<file path="config.mk">
export PLATFORM = sky130hd
export DESIGN_NAME = quadrant_mirrored_warp_address_gen
export DESIGN_NICKNAME = d
export VERILOG_FILES = /design/src/design/qmwag_pkg.sv /design/src/design/quadrant_mirrored_warp_address_gen.sv /design/src/design/qmwag_cmd_calc.sv
export SDC_FILE = /design/constraint.sdc
export NUM_CORES = 1
export LEC_CHECK = 0
export BUFFER_PORTS_ARGS = -buffer_cell sky130_fd_sc_hd__buf_4
export CAP_MARGIN = 10
export CELL_PAD_IN_SITES_DETAIL_PLACEMENT = 0
export CELL_PAD_IN_SITES_GLOBAL_PLACEMENT = 1
export CORE_ASPECT_RATIO = 0.75
export CORE_UTILIZATION = 25
export CTS_BUF_LIST = sky130_fd_sc_hd__clkbuf_4 sky130_fd_sc_hd__clkbuf_8 sky130_fd_sc_hd__clkbuf_16
export CTS_CLUSTER_SIZE = 28
export DETAILED_ROUTE_END_ITERATION = 10
export MAX_ROUTING_LAYER = met4
export PLACE_DENSITY_LB_ADDON = 0.1
export SKIP_CTS_REPAIR_TIMING = 1
export SLEW_MARGIN = 5
export SYNTH_ARGS = -nofsm -noshare
export SYNTH_HDL_FRONTEND = slang
export SYNTH_SLANG_ARGS = --single-unit
</file>
<file path="constraint.sdc">
create_clock -name clk_i -period 9.38 [get_ports clk_i]
set_clock_uncertainty 0.15 [all_clocks]
set_input_delay 0.938 -clock clk_i [delete_from_list [all_inputs] [get_ports clk_i]]
set_output_delay 0.938 -clock clk_i [all_outputs]
set_load 0.01 [all_outputs]
</file>
<file path="src/design/qmwag_pkg.sv">
// ----------------------------------------------------------------------------
// qmwag_pkg
// shared types and constants of the quadrant-mirrored warp address generator
// ----------------------------------------------------------------------------
`default_nettype none

package qmwag_pkg;

  localparam int unsigned ADDR_W      = 16;
  localparam int unsigned TEX_W       = 8;
  localparam int unsigned CFG_IDX_W   = 2;
  localparam int unsigned NUM_CMD     = 4;
  localparam int unsigned CMD_IDX_W   = 2;

  localparam logic [CFG_IDX_W-1:0] REG_OFFSET_X = 2'd0;
  localparam logic [CFG_IDX_W-1:0] REG_OFFSET_Y = 2'd1;

  localparam logic [CMD_IDX_W-1:0] CMD_UL = 2'd0;
  localparam logic [CMD_IDX_W-1:0] CMD_UR = 2'd1;
  localparam logic [CMD_IDX_W-1:0] CMD_LL = 2'd2;
  localparam logic [CMD_IDX_W-1:0] CMD_LR = 2'd3;

  typedef struct packed {
    logic              end_of_frame;
    logic              last_of_entry;
    logic [ADDR_W-1:0] texel_address;
    logic [ADDR_W-1:0] pixel_address;
  } cmd_t;

  typedef struct packed {
    logic [ADDR_W-1:0] base_up;
    logic [ADDR_W-1:0] base_dn;
    logic [ADDR_W-1:0] col_lf;
    logic [ADDR_W-1:0] col_rt;
    logic              eof;
  } pos_t;

endpackage

`default_nettype wire

</file>
<file path="src/design/quadrant_mirrored_warp_address_gen.sv">
// ----------------------------------------------------------------------------
// quadrant_mirrored_warp_address_gen
// turns first-quadrant warp table entries into mirrored frame-write commands
// ----------------------------------------------------------------------------
// Input stream s_axis: one table entry per request, first quadrant in
// row-major order, starting on the centre pixel. Output stream m_axis: four
// commands per entry (upper-left, upper-right, lower-left, lower-right),
// tlast on the fourth, tuser high on all commands of the last entry of a frame.
// Config channel: cfg_index_i 0 is offset_x, 1 is offset_y; other indexes are
// dropped. Write only while the block is idle.
// An entry lands in the input register, then its four commands are loaded
// together into the command buffer, which issues them one by one. Entry
// throughput is set by the single output port issuing one command a cycle
// while the receiver is ready. The input register takes the next entry
// while the command buffer drains. Reset clears offsets, counters and all
// valid flags. A stalled receiver holds the current command; the input side
// stops once the input register is full.
// ----------------------------------------------------------------------------
`default_nettype none

module quadrant_mirrored_warp_address_gen #(
  parameter int unsigned FRAME_WIDTH  = 320,
  parameter int unsigned FRAME_HEIGHT = 200
) (
  input  var logic        clk_i,
  input  var logic        rst_ni,
  // config write channel
  input  var logic        cfg_valid_i,
  output logic            cfg_ready_o,
  input  var logic [qmwag_pkg::CFG_IDX_W-1:0] cfg_index_i,
  input  var logic [qmwag_pkg::TEX_W-1:0]     cfg_data_i,
  // table entries
  input  var logic        s_axis_tvalid,
  output logic            s_axis_tready,
  input  var logic [15:0] s_axis_tdata,   // disp_x[7:0], disp_y[15:8]
  // frame-write commands
  output logic            m_axis_tvalid,
  input  var logic        m_axis_tready,
  output logic [31:0]     m_axis_tdata,   // pixel_address[15:0], texel_address[31:16]
  output logic            m_axis_tlast,   // last_of_entry
  output logic            m_axis_tuser    // end_of_frame
);

  localparam int unsigned HALF_W = FRAME_WIDTH / 2;
  localparam int unsigned HALF_H = FRAME_HEIGHT / 2;
  localparam int unsigned COL_W  = $clog2(HALF_W);
  localparam int unsigned ROW_W  = $clog2(HALF_H);
  localparam logic [COL_W-1:0] COL_LAST = COL_W'(HALF_W - 1);
  localparam logic [ROW_W-1:0] ROW_LAST = ROW_W'(HALF_H - 1);
  localparam logic [qmwag_pkg::ADDR_W-1:0] HALF_W16 = qmwag_pkg::ADDR_W'(HALF_W);
  localparam logic [qmwag_pkg::ADDR_W-1:0] FW16     = qmwag_pkg::ADDR_W'(FRAME_WIDTH % 65536);
  localparam logic [qmwag_pkg::ADDR_W-1:0] BASE0    =
      qmwag_pkg::ADDR_W'((HALF_H * FRAME_WIDTH) % 65536);

  logic [qmwag_pkg::TEX_W-1:0] offset_x_q, offset_y_q;

  logic                        in_valid_q;
  logic [qmwag_pkg::TEX_W-1:0] disp_x_q, disp_y_q;

  logic [COL_W-1:0]            col_q;
  logic [ROW_W-1:0]            row_q;
  logic [qmwag_pkg::ADDR_W-1:0] base_up_q, base_dn_q;

  logic                        out_valid_q;
  logic [qmwag_pkg::CMD_IDX_W-1:0] idx_q;
  qmwag_pkg::cmd_t             cmd_q [qmwag_pkg::NUM_CMD];
  qmwag_pkg::cmd_t             cmd_d [qmwag_pkg::NUM_CMD];
  qmwag_pkg::cmd_t             cur_cmd;
  qmwag_pkg::pos_t             pos;

  logic s_fire, m_fire, drain_last, load_cmd, col_wrap, row_wrap;

  assign cfg_ready_o = 1'b1;

  assign m_fire     = out_valid_q && m_axis_tready;
  assign drain_last = m_fire && (idx_q == qmwag_pkg::CMD_LR);
  assign load_cmd   = in_valid_q && (!out_valid_q || drain_last);
  assign s_axis_tready = !in_valid_q || load_cmd;
  assign s_fire     = s_axis_tvalid && s_axis_tready;
  assign col_wrap   = (col_q == COL_LAST);
  assign row_wrap   = (row_q == ROW_LAST);

  always_comb begin
    pos.base_up = base_up_q;
    pos.base_dn = base_dn_q;
    pos.col_lf  = HALF_W16 - qmwag_pkg::ADDR_W'(col_q);
    pos.col_rt  = HALF_W16 + qmwag_pkg::ADDR_W'(col_q);
    pos.eof     = col_wrap && row_wrap;
  end

  qmwag_cmd_calc u_calc (
    .disp_x_i   (disp_x_q),
    .disp_y_i   (disp_y_q),
    .offset_x_i (offset_x_q),
    .offset_y_i (offset_y_q),
    .pos_i      (pos),
    .cmd_o      (cmd_d)
  );

  // configuration
  always_ff @(posedge clk_i or negedge rst_ni) begin
    if (!rst_ni) begin
      offset_x_q <= '0;
      offset_y_q <= '0;
    end else if (cfg_valid_i) begin
      if (cfg_index_i == qmwag_pkg::REG_OFFSET_X) begin
        offset_x_q <= cfg_data_i;
      end else if (cfg_index_i == qmwag_pkg::REG_OFFSET_Y) begin
        offset_y_q <= cfg_data_i;
      end
    end
  end

  // input register
  always_ff @(posedge clk_i or negedge rst_ni) begin
    if (!rst_ni) begin
      in_valid_q <= 1'b0;
    end else if (s_fire) begin
      in_valid_q <= 1'b1;
    end else if (load_cmd) begin
      in_valid_q <= 1'b0;
    end
  end

  always_ff @(posedge clk_i) begin
    if (s_fire) begin
      disp_x_q <= s_axis_tdata[7:0];
      disp_y_q <= s_axis_tdata[15:8];
    end
  end

  // position counters and row base addresses
  always_ff @(posedge clk_i or negedge rst_ni) begin
    if (!rst_ni) begin
      col_q     <= '0;
      row_q     <= '0;
      base_up_q <= BASE0;
      base_dn_q <= BASE0;
    end else if (load_cmd) begin
      if (col_wrap) begin
        col_q <= '0;
        if (row_wrap) begin
          row_q     <= '0;
          base_up_q <= BASE0;
          base_dn_q <= BASE0;
        end else begin
          row_q     <= row_q + 1'b1;
          base_up_q <= base_up_q - FW16;
          base_dn_q <= base_dn_q + FW16;
        end
      end else begin
        col_q <= col_q + 1'b1;
      end
    end
  end

  // command buffer
  always_ff @(posedge clk_i or negedge rst_ni) begin
    if (!rst_ni) begin
      out_valid_q <= 1'b0;
      idx_q       <= qmwag_pkg::CMD_UL;
    end else if (load_cmd) begin
      out_valid_q <= 1'b1;
      idx_q       <= qmwag_pkg::CMD_UL;
    end else if (drain_last) begin
      out_valid_q <= 1'b0;
    end else if (m_fire) begin
      idx_q <= idx_q + 1'b1;
    end
  end

  always_ff @(posedge clk_i) begin
    if (load_cmd) begin
      cmd_q <= cmd_d;
    end
  end

  assign cur_cmd       = cmd_q[idx_q];
  assign m_axis_tvalid = out_valid_q;
  assign m_axis_tdata  = {cur_cmd.texel_address, cur_cmd.pixel_address};
  assign m_axis_tlast  = cur_cmd.last_of_entry;
  assign m_axis_tuser  = cur_cmd.end_of_frame;

  // checks
  a_pos_range: assert property (@(posedge clk_i) disable iff (!rst_ni)
    (col_q <= COL_LAST) && (row_q <= ROW_LAST))
    else $error("position counter out of range");

  a_frame_wrap: assert property (@(posedge clk_i) disable iff (!rst_ni)
    load_cmd && pos.eof |=> (col_q == '0) && (row_q == '0) && (base_up_q == BASE0))
    else $error("frame end did not restart the walk");

  a_stall_hold: assert property (@(posedge clk_i) disable iff (!rst_ni)
    out_valid_q && !m_axis_tready && !load_cmd |=> out_valid_q && $stable(idx_q))
    else $error("command index moved during stall");

  a_refill: assert property (@(posedge clk_i) disable iff (!rst_ni)
    in_valid_q && drain_last |=> out_valid_q && (idx_q == qmwag_pkg::CMD_UL))
    else $error("pending entry not loaded after drain");

endmodule

`default_nettype wire

</file>
<file path="src/design/qmwag_cmd_calc.sv">
// ----------------------------------------------------------------------------
// qmwag_cmd_calc
// builds the four mirrored frame-write commands of one table entry
// ----------------------------------------------------------------------------
`default_nettype none

module qmwag_cmd_calc (
  input  var logic [qmwag_pkg::TEX_W-1:0] disp_x_i,
  input  var logic [qmwag_pkg::TEX_W-1:0] disp_y_i,
  input  var logic [qmwag_pkg::TEX_W-1:0] offset_x_i,
  input  var logic [qmwag_pkg::TEX_W-1:0] offset_y_i,
  input  var qmwag_pkg::pos_t             pos_i,
  output qmwag_pkg::cmd_t                 cmd_o [qmwag_pkg::NUM_CMD]
);

  logic [qmwag_pkg::TEX_W-1:0] tr_minus, tr_plus, tc_minus, tc_plus;

  always_comb begin
    tr_minus = offset_y_i - disp_y_i;
    tr_plus  = offset_y_i + disp_y_i;
    tc_minus = offset_x_i - disp_x_i;
    tc_plus  = offset_x_i + disp_x_i;

    // upper-left
    cmd_o[qmwag_pkg::CMD_UL].pixel_address = pos_i.base_up + pos_i.col_lf;
    cmd_o[qmwag_pkg::CMD_UL].texel_address = {tr_minus, tc_minus};
    cmd_o[qmwag_pkg::CMD_UL].last_of_entry = 1'b0;
    cmd_o[qmwag_pkg::CMD_UL].end_of_frame  = pos_i.eof;
    // upper-right
    cmd_o[qmwag_pkg::CMD_UR].pixel_address = pos_i.base_up + pos_i.col_rt;
    cmd_o[qmwag_pkg::CMD_UR].texel_address = {tr_plus, tc_minus};
    cmd_o[qmwag_pkg::CMD_UR].last_of_entry = 1'b0;
    cmd_o[qmwag_pkg::CMD_UR].end_of_frame  = pos_i.eof;
    // lower-left
    cmd_o[qmwag_pkg::CMD_LL].pixel_address = pos_i.base_dn + pos_i.col_lf;
    cmd_o[qmwag_pkg::CMD_LL].texel_address = {tr_minus, tc_plus};
    cmd_o[qmwag_pkg::CMD_LL].last_of_entry = 1'b0;
    cmd_o[qmwag_pkg::CMD_LL].end_of_frame  = pos_i.eof;
    // lower-right
    cmd_o[qmwag_pkg::CMD_LR].pixel_address = pos_i.base_dn + pos_i.col_rt;
    cmd_o[qmwag_pkg::CMD_LR].texel_address = {tr_plus, tc_plus};
    cmd_o[qmwag_pkg::CMD_LR].last_of_entry = 1'b1;
    cmd_o[qmwag_pkg::CMD_LR].end_of_frame  = pos_i.eof;
  end

endmodule

`default_nettype wire
</file>
==> metrics.txt, run 1 <==
status complete, no violations; die width about 210 um; Initial DRT Pass Iterations 4; first-pass GRT wire length 32900 um; initial antenna violation count 0; HP Start row_q[1]$_DFFE_PN0P_; simple-gate share of the synthesized area 10.5%; Worst-Skew Late Latency 0.43 ns; Worst Reg-to-Reg Cells 8; I/O pin count 68; ANT nets after route 0; fmax 251 MHz; Setup crit start kind flop; FF/Latch Area 4330 um^2; Reg2Reg Capture Point base_up_q[7]$_DFFE_PN0P_; Rel. slew slack 34.1%; fin util 30.5%; unrepaired setup endpoints after global routing false; number of cell rows 57; Synth Area in Adders 9.97%; Design Area, Final 9990 um^2; post-synthesis mux area share between 7 and 8%; most frequent cells in the layout 98 x edfxtp_1, 69 x buf_4, 61 x ha_1, 47 x inv_1; number of buffers created by CTS 17; power per cell area 223 nW/um^2; total die area approximately 35000 um^2; CP max FO 48; top post-synthesis cells by area edfxtp_1 35%, dfrtp_1 13%, ha_1 9.0%, xnor2_1 4.5%, mux2_2 4.4%; clk root buf clkbuf_16; Min-Delay Path Depth 2; Placement Setup Slack 5.29 ns; gr ovfl total 0; Max-Cap Viols 0; Syn Inst Count 718; commonest non-fill, non-tap cell in the layout edfxtp_1; number of synthesized flops with an enable pin 98; Area Overhead vs Synth 18.2%; DR iter-0 viols 253; Worst Hold Class flop to flop; period utilization 42.4%; post-synth top area cell edfxtp_1; CTS tree yes; area of the multi-input gates 3760 um^2; largest net degree at the start of global routing 56; critical path class flop to flop; DP Wirelength 15200 um; Slew Viols, Final 0; Via density 4.46; vias 5451; vias in the first global route 5657; slew at the pin closest to its max-slew limit 0.985 ns; Post-Syn Area 8460 um^2; starting density of the core 25.8%; total track usage 13.0%; Setup crit end kind flop; DRC viols 0; final WL 20600 um; compound-gate portion of the synthesized area 9.47%; n_diodes 0; Synth cell types 67; WP data arrival 4.17 ns; ys async rst share 35.9%; number of fill cells 3376; Routed wire per std cell 16.8 um; routability cong. around 0.76; syn_area_per_cell around 12 um^2; Final Hold Vio Count 0; Peak VDD IR 0.0987 mV; R2R Setup Slk 5.40 ns; die height 161 um; #FFs+latches synth 153; Bufs on Longest Clock Path 2; layout cells sized above 1 21.1%; core area 32800 um^2; syn_nets 814; Synth Flop Type edfxtp_1; XOR/XNOR share of the synthesized area between 7 and 8%; Worst EP required ~9.6 ns; final setup margin 5.40 ns; Leak 4.09 nW; Tmin final 3.98 ns; Ys Warns 0; Sinks on Clock Net around 150; top cell type's share of synthesized area 34.8%; CTS clk-pin slew, worst paths around 0.060 ns; H-Tree Depth 4; Hold Path Sink row_q[1]$_DFFE_PN0P_; RR Startpoint idx_q[1]$_DFFE_PN0P_; Total Nets Final approximately 860; Post-Route Setup TNS 0 ns; placed cell areas 9350 um^2; largest family of logic cells by synthesized area simple AND/OR/NAND/NOR gates; sequential area share after synthesis 51.2%; # port buffers between 60 and 70; final setup vio count 0
metrics by stage:
step / std cells / power, W / hold slack, ns
after CTS: 1223 / 0.00228 / 0.369
after detailed placement: 1191 / 0.00150 / 0.355
after floorplan: 718 / 0.00129 / 0.307
final: 1223 / 0.00223 / 0.364
after global placement: 1191 / 0.00150 / 0.329
after global routing: 1223 / 0.00237 / 0.402
power breakdown:
| group | internal (W) | total (W) | switching, W |
|---|---|---|---|
| Clock | 0.000475 | 0.000760 | 0.000285 |
| Sequential | 0.000839 | 0.000908 | 0.0000693 |
| Combinational | 0.000273 | 0.000565 | 0.000292 |
routing by layer:
| metal | GRT usage [%] | vias up | part of all wire, % |
|---|---|---|---|
| met2 | 18.1 | 63 | 42 |
| met5 | - | - | 0 |
| met1 | 18.6 | 2704 | 54 |
| met4 | 3.44 | 0 | 1.2 |
| met3 | 2.98 | 11 | 2.4 |
| li1 | - | 2673 | - |
synthesized netlist by cell type, drive strengths merged (4+ instances only):
library cell	count
xnor2	43
a21o	9
inv	47
nand2	44
nand3	21
nor2	42
buf	13
edfxtp	98
mux2	33
ha	61
nand2b	7
xor2	25
mux4	10
nor3	16
clkbuf	24
nor2b	10
and2	5
o41ai	4
a221oi	4
a21oi	26
fa	4
and3	6
a211o	6
o21a	6
nand4	7
dfrtp	43
dfstp	12
o21bai	8
o21ai	39
state kept, by name, summed over array words and instances, names as in the netlist:
name	flops
idx_q	2
cmd_q	82
col_q	8
in_valid_q	1
offset_y_q	8
disp_y_q	8
m_axis_tvalid	1
base_dn_q	10
row_q	7
base_up_q	10
offset_x_q	8
disp_x_q	8
how the worst max path moves through the flow:
stage | to | startpoint | slack [ns] | cells after the start
2_1_floorplan | base_up_q[13]$_DFFE_PN1P_ | m_axis_tready | 4.95 | 7
3_3_place_gp | base_up_q[7]$_DFFE_PN0P_ | idx_q[1]$_DFFE_PN0P_ | 5.38 | 8
3_5_place_dp | base_up_q[7]$_DFFE_PN0P_ | idx_q[1]$_DFFE_PN0P_ | 5.29 | 8
4_1_cts | base_up_q[7]$_DFFE_PN0P_ | idx_q[1]$_DFFE_PN0P_ | 5.26 | 8
5_1_grt | base_up_q[7]$_DFFE_PN0P_ | idx_q[1]$_DFFE_PN0P_ | 4.92 | 8
6_report | base_up_q[7]$_DFFE_PN0P_ | idx_q[1]$_DFFE_PN0P_ | 5.40 | 8
area by class of cell:
type	instances	area share, %
clock buffers	21	4.79
multi-input cells	479	37.6
well taps	442	5.53
repair buffers	69	5.18
clock inverters	11	1.68
flip-flops and latches	153	43.4
inverters	48	1.82
critical path, stage by stage (launching register included):
cell	delay [ns]
dfrtp_1	0.90
ha_1	0.33
a21boi_0	0.18
nand2b_1	0.25
clkinv_2	0.54
buf_4	0.63
nand2_2	0.38
or3_1	0.40
o21ai_0	0.07
cell families after synthesis:
group	Yosys count
AOI/OAI and AO/OA	123
xor gates and xnor gates	68
adders and majority gates	65
buffers and inverters	86
DFF	153
muxes	46
other	1
and+or+nand+nor	176
Note: power is estimated with default switching activity, not from simulation.
==> run 2: changes to the inputs <==
- clock period: 9.38 -> 3.69 ns (I/O delays scaled with it)
==> metrics.txt, run 2 (synthesis results as in run 1) <==
total track usage 13.0% (+0.032 points); Initial DRT Pass Iterations 4 (unchanged); number of cell rows 57 (unchanged); final setup vio count 0 (unchanged); Final Hold Vio Count 1 (+1); crit path buf inv count 1 (-1); core area 32800 um^2 (unchanged); DP Wirelength 15000 um (-1.9%); most flop-heavy register cmd_q; most frequent CP cell ha_1; R2R Setup Slk 0.20 ns (-5.20 ns); slew at the pin closest to its max-slew limit 0.916 ns (-0.0693 ns); DR iter-0 viols 319 (+26%); Via density 4.39 (-1.5%); starting density of the core 25.8% (unchanged); Area Overhead vs Synth 20.1%; Total Nets Final 892 (+3.2%); Non-Filler Instances 1251 (+2.3%); power per cell area 537 nW/um^2 (+140%); Worst Hold Class primary input to flop; RR Startpoint col_q[0]$_DFFE_PN0P_; CP max stage delay 0.50 ns (-0.40 ns); total die area 34600 um^2 (unchanged); DRC viols 0 (unchanged); Slowest cell on crit path or4b_4; ANT nets after route 0 (unchanged); failing checks hold timing; Min-Delay Path Depth 2 (unchanged); vias 5491 (+0.73%); Peak VDD IR 0.226 mV (+130%); routability cong. 0.770 (+1.9%); Hold WS -0.00222 ns (-0.366 ns); unrepaired setup endpoints after global routing false; die height 161 um (unchanged); number of buffers created by CTS 17 (unchanged); layout cells sized above 1 22.1% (+1.0 points); status finished with violations; Worst Reg-to-Reg Cells 11 (+3); Post-Route Setup TNS 0 ns (unchanged); clk root buf clkbuf_16; # port buffers 66 (unchanged); Routed wire per std cell 16.5 um (-2.2%); final WL 20600 um (about the same); critical path depth 11 (+3); n_diodes 0 (unchanged); most frequent cells in the layout 98 x edfxtp_1, 80 x buf_4, 61 x ha_1, 47 x inv_1; period utilization 94.6% (+52 points); CP delay by family, top compound AO/OA/AOI/OAI gates; critical-path cell list inv_1 > ha_1 > or4b_4 > and2_2 > o21a_1 > ha_1 > a21o_1 > a221oi_2 > o21bai_1 > a21oi_1 > xnor2_1; Largest regs cmd_q (82), base_dn_q (10), base_up_q (10); critical path class flop to flop; Setup crit end kind flop; Reg2Reg Capture Point cmd_q[115]$_DFFE_PP_; Leak 4.16 nW (+1.9%); commonest non-fill, non-tap cell in the layout edfxtp_1; initial antenna violation count 0 (unchanged); CP max FO 6 (-88%); first-pass GRT wire length 33000 um (+0.25%); Tmin final 3.49 ns (-0.485 ns); max reg flops 82 (unchanged); die width 214 um (unchanged); Slew Viols, Final 0 (unchanged); H-Tree Depth 4 (unchanged); CP startpoint col_q[0]$_DFFE_PN0P_; Worst EP required 3.74 ns (-5.83 ns); Setup crit start kind flop; gr ovfl total 0 (unchanged); largest net degree at the start of global routing 56 (unchanged); Cells after DPL 1202 (+0.92%); Critical Path End cmd_q[115]$_DFFE_PP_; CTS clk-pin slew, worst paths 0.07 ns (about the same); Rel. slew slack 39.0% (+4.8 points); Bufs on Longest Clock Path 2 (unchanged); vias in the first global route 5657 (unchanged); Max-Cap Viols 0 (unchanged); Power, Total 0.00546 W (+140%); I/O pin count 68 (unchanged); Worst-Skew Late Latency 0.44 ns (about the same); Sinks on Clock Net 153 (unchanged); WP data arrival 3.54 ns (-0.63 ns); fmax 286 MHz (+14%); CTS tree yes
run 2: cell count changes in the layout (fill, tap and decap cells not counted), sizes merged:
cell         before  now
dlygate4sd3       0   17
buf              69   80
inv              49   54
bufinv            4    0
clkbuf           21   18
clkinvlp          2    4
run 2: routing by layer:
layer  wire [um]  share of wire (%)  vias to the layer above  GRT usage, %
met3         634                3.1                       21          2.45
met4         267                1.3                        0          4.19
met5           0                  0                        -             -
met1       11100                 54                     2666          18.8
li1            -                  -                     2718             -
met2        8640                 42                       86          18.1
run 2: where the power goes:
part / switching, W / internal [W]
clock network: 0.000776 / 0.000893
logic: 0.000822 / 0.000732
registers: 0.000106 / 0.00213
run 2: final cells by class:
cell class	count	area, um^2
repair buffers	97	771
well taps	442	553
inverters	48	181
fillers	3360	22600
flip-flops and latches	153	4330
multi-input cells	479	3770
clock inverters	14	113
clock buffers	18	439
run 2: worst min-delay path by stage:
stage                         start                   endpoint  slack [ns]
6_report              s_axis_tvalid     in_valid_q$_DFFE_PN0P_      -0.002
4_1_cts                      rst_ni  base_dn_q[15]$_DFFE_PN0P_       -0.09
5_1_grt               cfg_data_i[1]  offset_y_q[1]$_DFFE_PN0P_        0.01
2_1_floorplan                rst_ni  base_dn_q[15]$_DFFE_PN0P_       -0.08
3_5_place_dp   row_q[1]$_DFFE_PN0P_       row_q[1]$_DFFE_PN0P_        0.36
3_3_place_gp   row_q[1]$_DFFE_PN0P_       row_q[1]$_DFFE_PN0P_        0.33
run 2: per-stage QoR:
| stage | cell area (um^2) | util (%) | setup WS [ns] |
|---|---|---|---|
| floorplan | 8460 | - | 0.254 |
| global placement | 9430 | 28.7 | 0.116 |
| detailed placement | 9430 | 28.7 | 0.0247 |
| CTS | 9980 | 30.4 | 0.00134 |
| global route | 10200 | 31.0 | 0.0180 |
| finish | 10200 | 31.0 | 0.198 |
==> run 3: changes to the inputs <==
- clock period: 3.69 -> 3.8 ns (I/O delays scaled with it)
==> metrics.txt, run 3 (synthesis results as in run 1) <==
fin util 30.9% (-0.088 points); Via density 4.45 (+1.4%); final WL 20700 um (+0.61%); Total Nets Final 888 (-0.45%); Setup crit end kind flop; final setup vio count 0 (unchanged); placed cell areas 9400 um^2 (-0.32%); Initial DRT Pass Iterations 5 (+1); Bufs on Longest Clock Path 2 (unchanged); CTS clk-pin slew, worst paths 0.07 ns (about the same); Max-Cap Viols 0 (unchanged); layout cells sized above 1 21.6% (-0.51 points); core area 32800 um^2 (unchanged); status complete, no violations; DP Wirelength 15100 um (+1.0%); period utilization 95.1% (+0.46 points); Area Overhead vs Synth 19.8%; vias in the first global route 5720 (+1.1%); DRC viols 0 (unchanged); critical path class flop to flop; most flop-heavy register cmd_q; max reg flops 82 (unchanged); Design Area, Final 10100 um^2 (-0.28%); die width 214 um (unchanged); DR iter-0 viols 264 (-17%); n_diodes 0 (unchanged); Worst-Skew Late Latency 0.43 ns (about the same); Largest regs cmd_q (82), base_dn_q (10), base_up_q (10); Setup crit start kind flop; WP data arrival 3.65 ns (+0.11 ns); Peak VDD IR 0.239 mV (+5.5%); die height 161 um (unchanged); Slew Viols, Final 0 (unchanged); number of cell rows 57 (unchanged); Rel. slew slack 35.9% (-3.1 points); Post-Route Setup TNS 0 ns (unchanged); I/O pin count 68 (unchanged); CP max FO 6 (unchanged); Power, Total 0.00532 W (-2.6%); largest net degree at the start of global routing 56 (unchanged); Tmin final 3.61 ns (+0.122 ns); first-pass GRT wire length 33200 um (+0.44%); most frequent cells in the layout 98 x edfxtp_1, 76 x buf_4, 61 x ha_1, 47 x inv_1; gr ovfl total 0 (unchanged); Routed wire per std cell 16.6 um (+0.93%); slew at the pin closest to its max-slew limit 0.962 ns (+0.0463 ns); Worst EP required 3.84 ns (+0.10 ns); fmax 277 MHz (-3.4%); total track usage 13.0% (+0.046 points); vias 5551 (+1.1%); initial antenna violation count 1 (+1); H-Tree Depth 4 (unchanged); power per cell area 525 nW/um^2 (-2.3%); starting density of the core 25.8% (unchanged); ANT nets after route 0 (unchanged); Leak 4.16 nW (about the same); Sinks on Clock Net 153 (unchanged); total die area 34600 um^2 (unchanged); # port buffers 66 (unchanged); Worst Hold Class primary input to flop; unrepaired setup endpoints after global routing false; clk root buf clkbuf_16; CTS tree yes; Final Hold Vio Count 0 (-1); commonest non-fill, non-tap cell in the layout edfxtp_1; number of fill cells 3365 (+0.15%); number of buffers created by CTS 17 (unchanged); routability cong. 0.773 (+0.40%)
run 3: through the flow:
| stage | worst slack (ns) | cells | hold slack [ns] |
|---|---|---|---|
| 2_1_floorplan | 0.364 | 718 | -0.0656 |
| 3_3_place_gp | 0.223 | 1198 | 0.328 |
| 3_5_place_dp | 0.119 | 1198 | 0.352 |
| 4_1_cts | 0.0931 | 1230 | -0.0797 |
| 5_1_grt | 0.0353 | 1247 | 0.0194 |
| 6_report | 0.186 | 1247 | 0.0194 |
run 3: final cells by class:
type                            count  area [um^2]  share of cell area, %
Multi-Input combinational cell    479         3770                   37.2
Timing Repair Buffer               93          741                   7.31
Tap cell                          442          553                   5.46
Clock inverter                     15          131                   1.30
Inverter                           48          181                   1.79
Clock buffer                       17          425                   4.20
Sequential cell                   153         4330                   42.8
run 3: critical path: stages, from the launching register on:
cell and delay (ns):
dfrtp_1 0.42, inv_1 0.11, ha_1 0.22, or4b_4 0.49, and2_2 0.23, o21a_1 0.26
ha_1 0.25, a211o_1 0.29, a21oi_1 0.41, o21bai_1 0.19, a21o_1 0.22, xor2_1 0.13
run 3: final timing paths:
path,endpoint,startpoint,slack [ns],cells after the start
min reg2reg,row_q[1]$_DFFE_PN0P_,row_q[1]$_DFFE_PN0P_,0.36,2
max in group asynchronous,col_q[4]$_DFFE_PN0P_,rst_ni,2.50,2
max reg2reg,cmd_q[46]$_DFFE_PP_,col_q[0]$_DFFE_PN0P_,0.19,11
min,in_valid_q$_DFFE_PN0P_,s_axis_tvalid,0.02,2
min in group asynchronous,row_q[3]$_DFFE_PN0P_,rst_ni,0.45,2
max,cmd_q[46]$_DFFE_PP_,col_q[0]$_DFFE_PN0P_,0.19,11
run 3: power breakdown:
part,internal [W],switching (W)
Clock,0.000863,0.000773
Sequential,0.00207,0.000120
Combinational,0.000703,0.000791
Total,0.00364,0.00169
run 3: per-layer routing:
metal	vias up	GRT usage, %	share of wire, %	routed length [um]
met1	2733	18.5	53	11000
met3	16	2.37	2.5	528
met4	0	4.25	1.0	211
li1	2719	-	-	-
met5	-	-	0	0
met2	83	18.7	43	8930
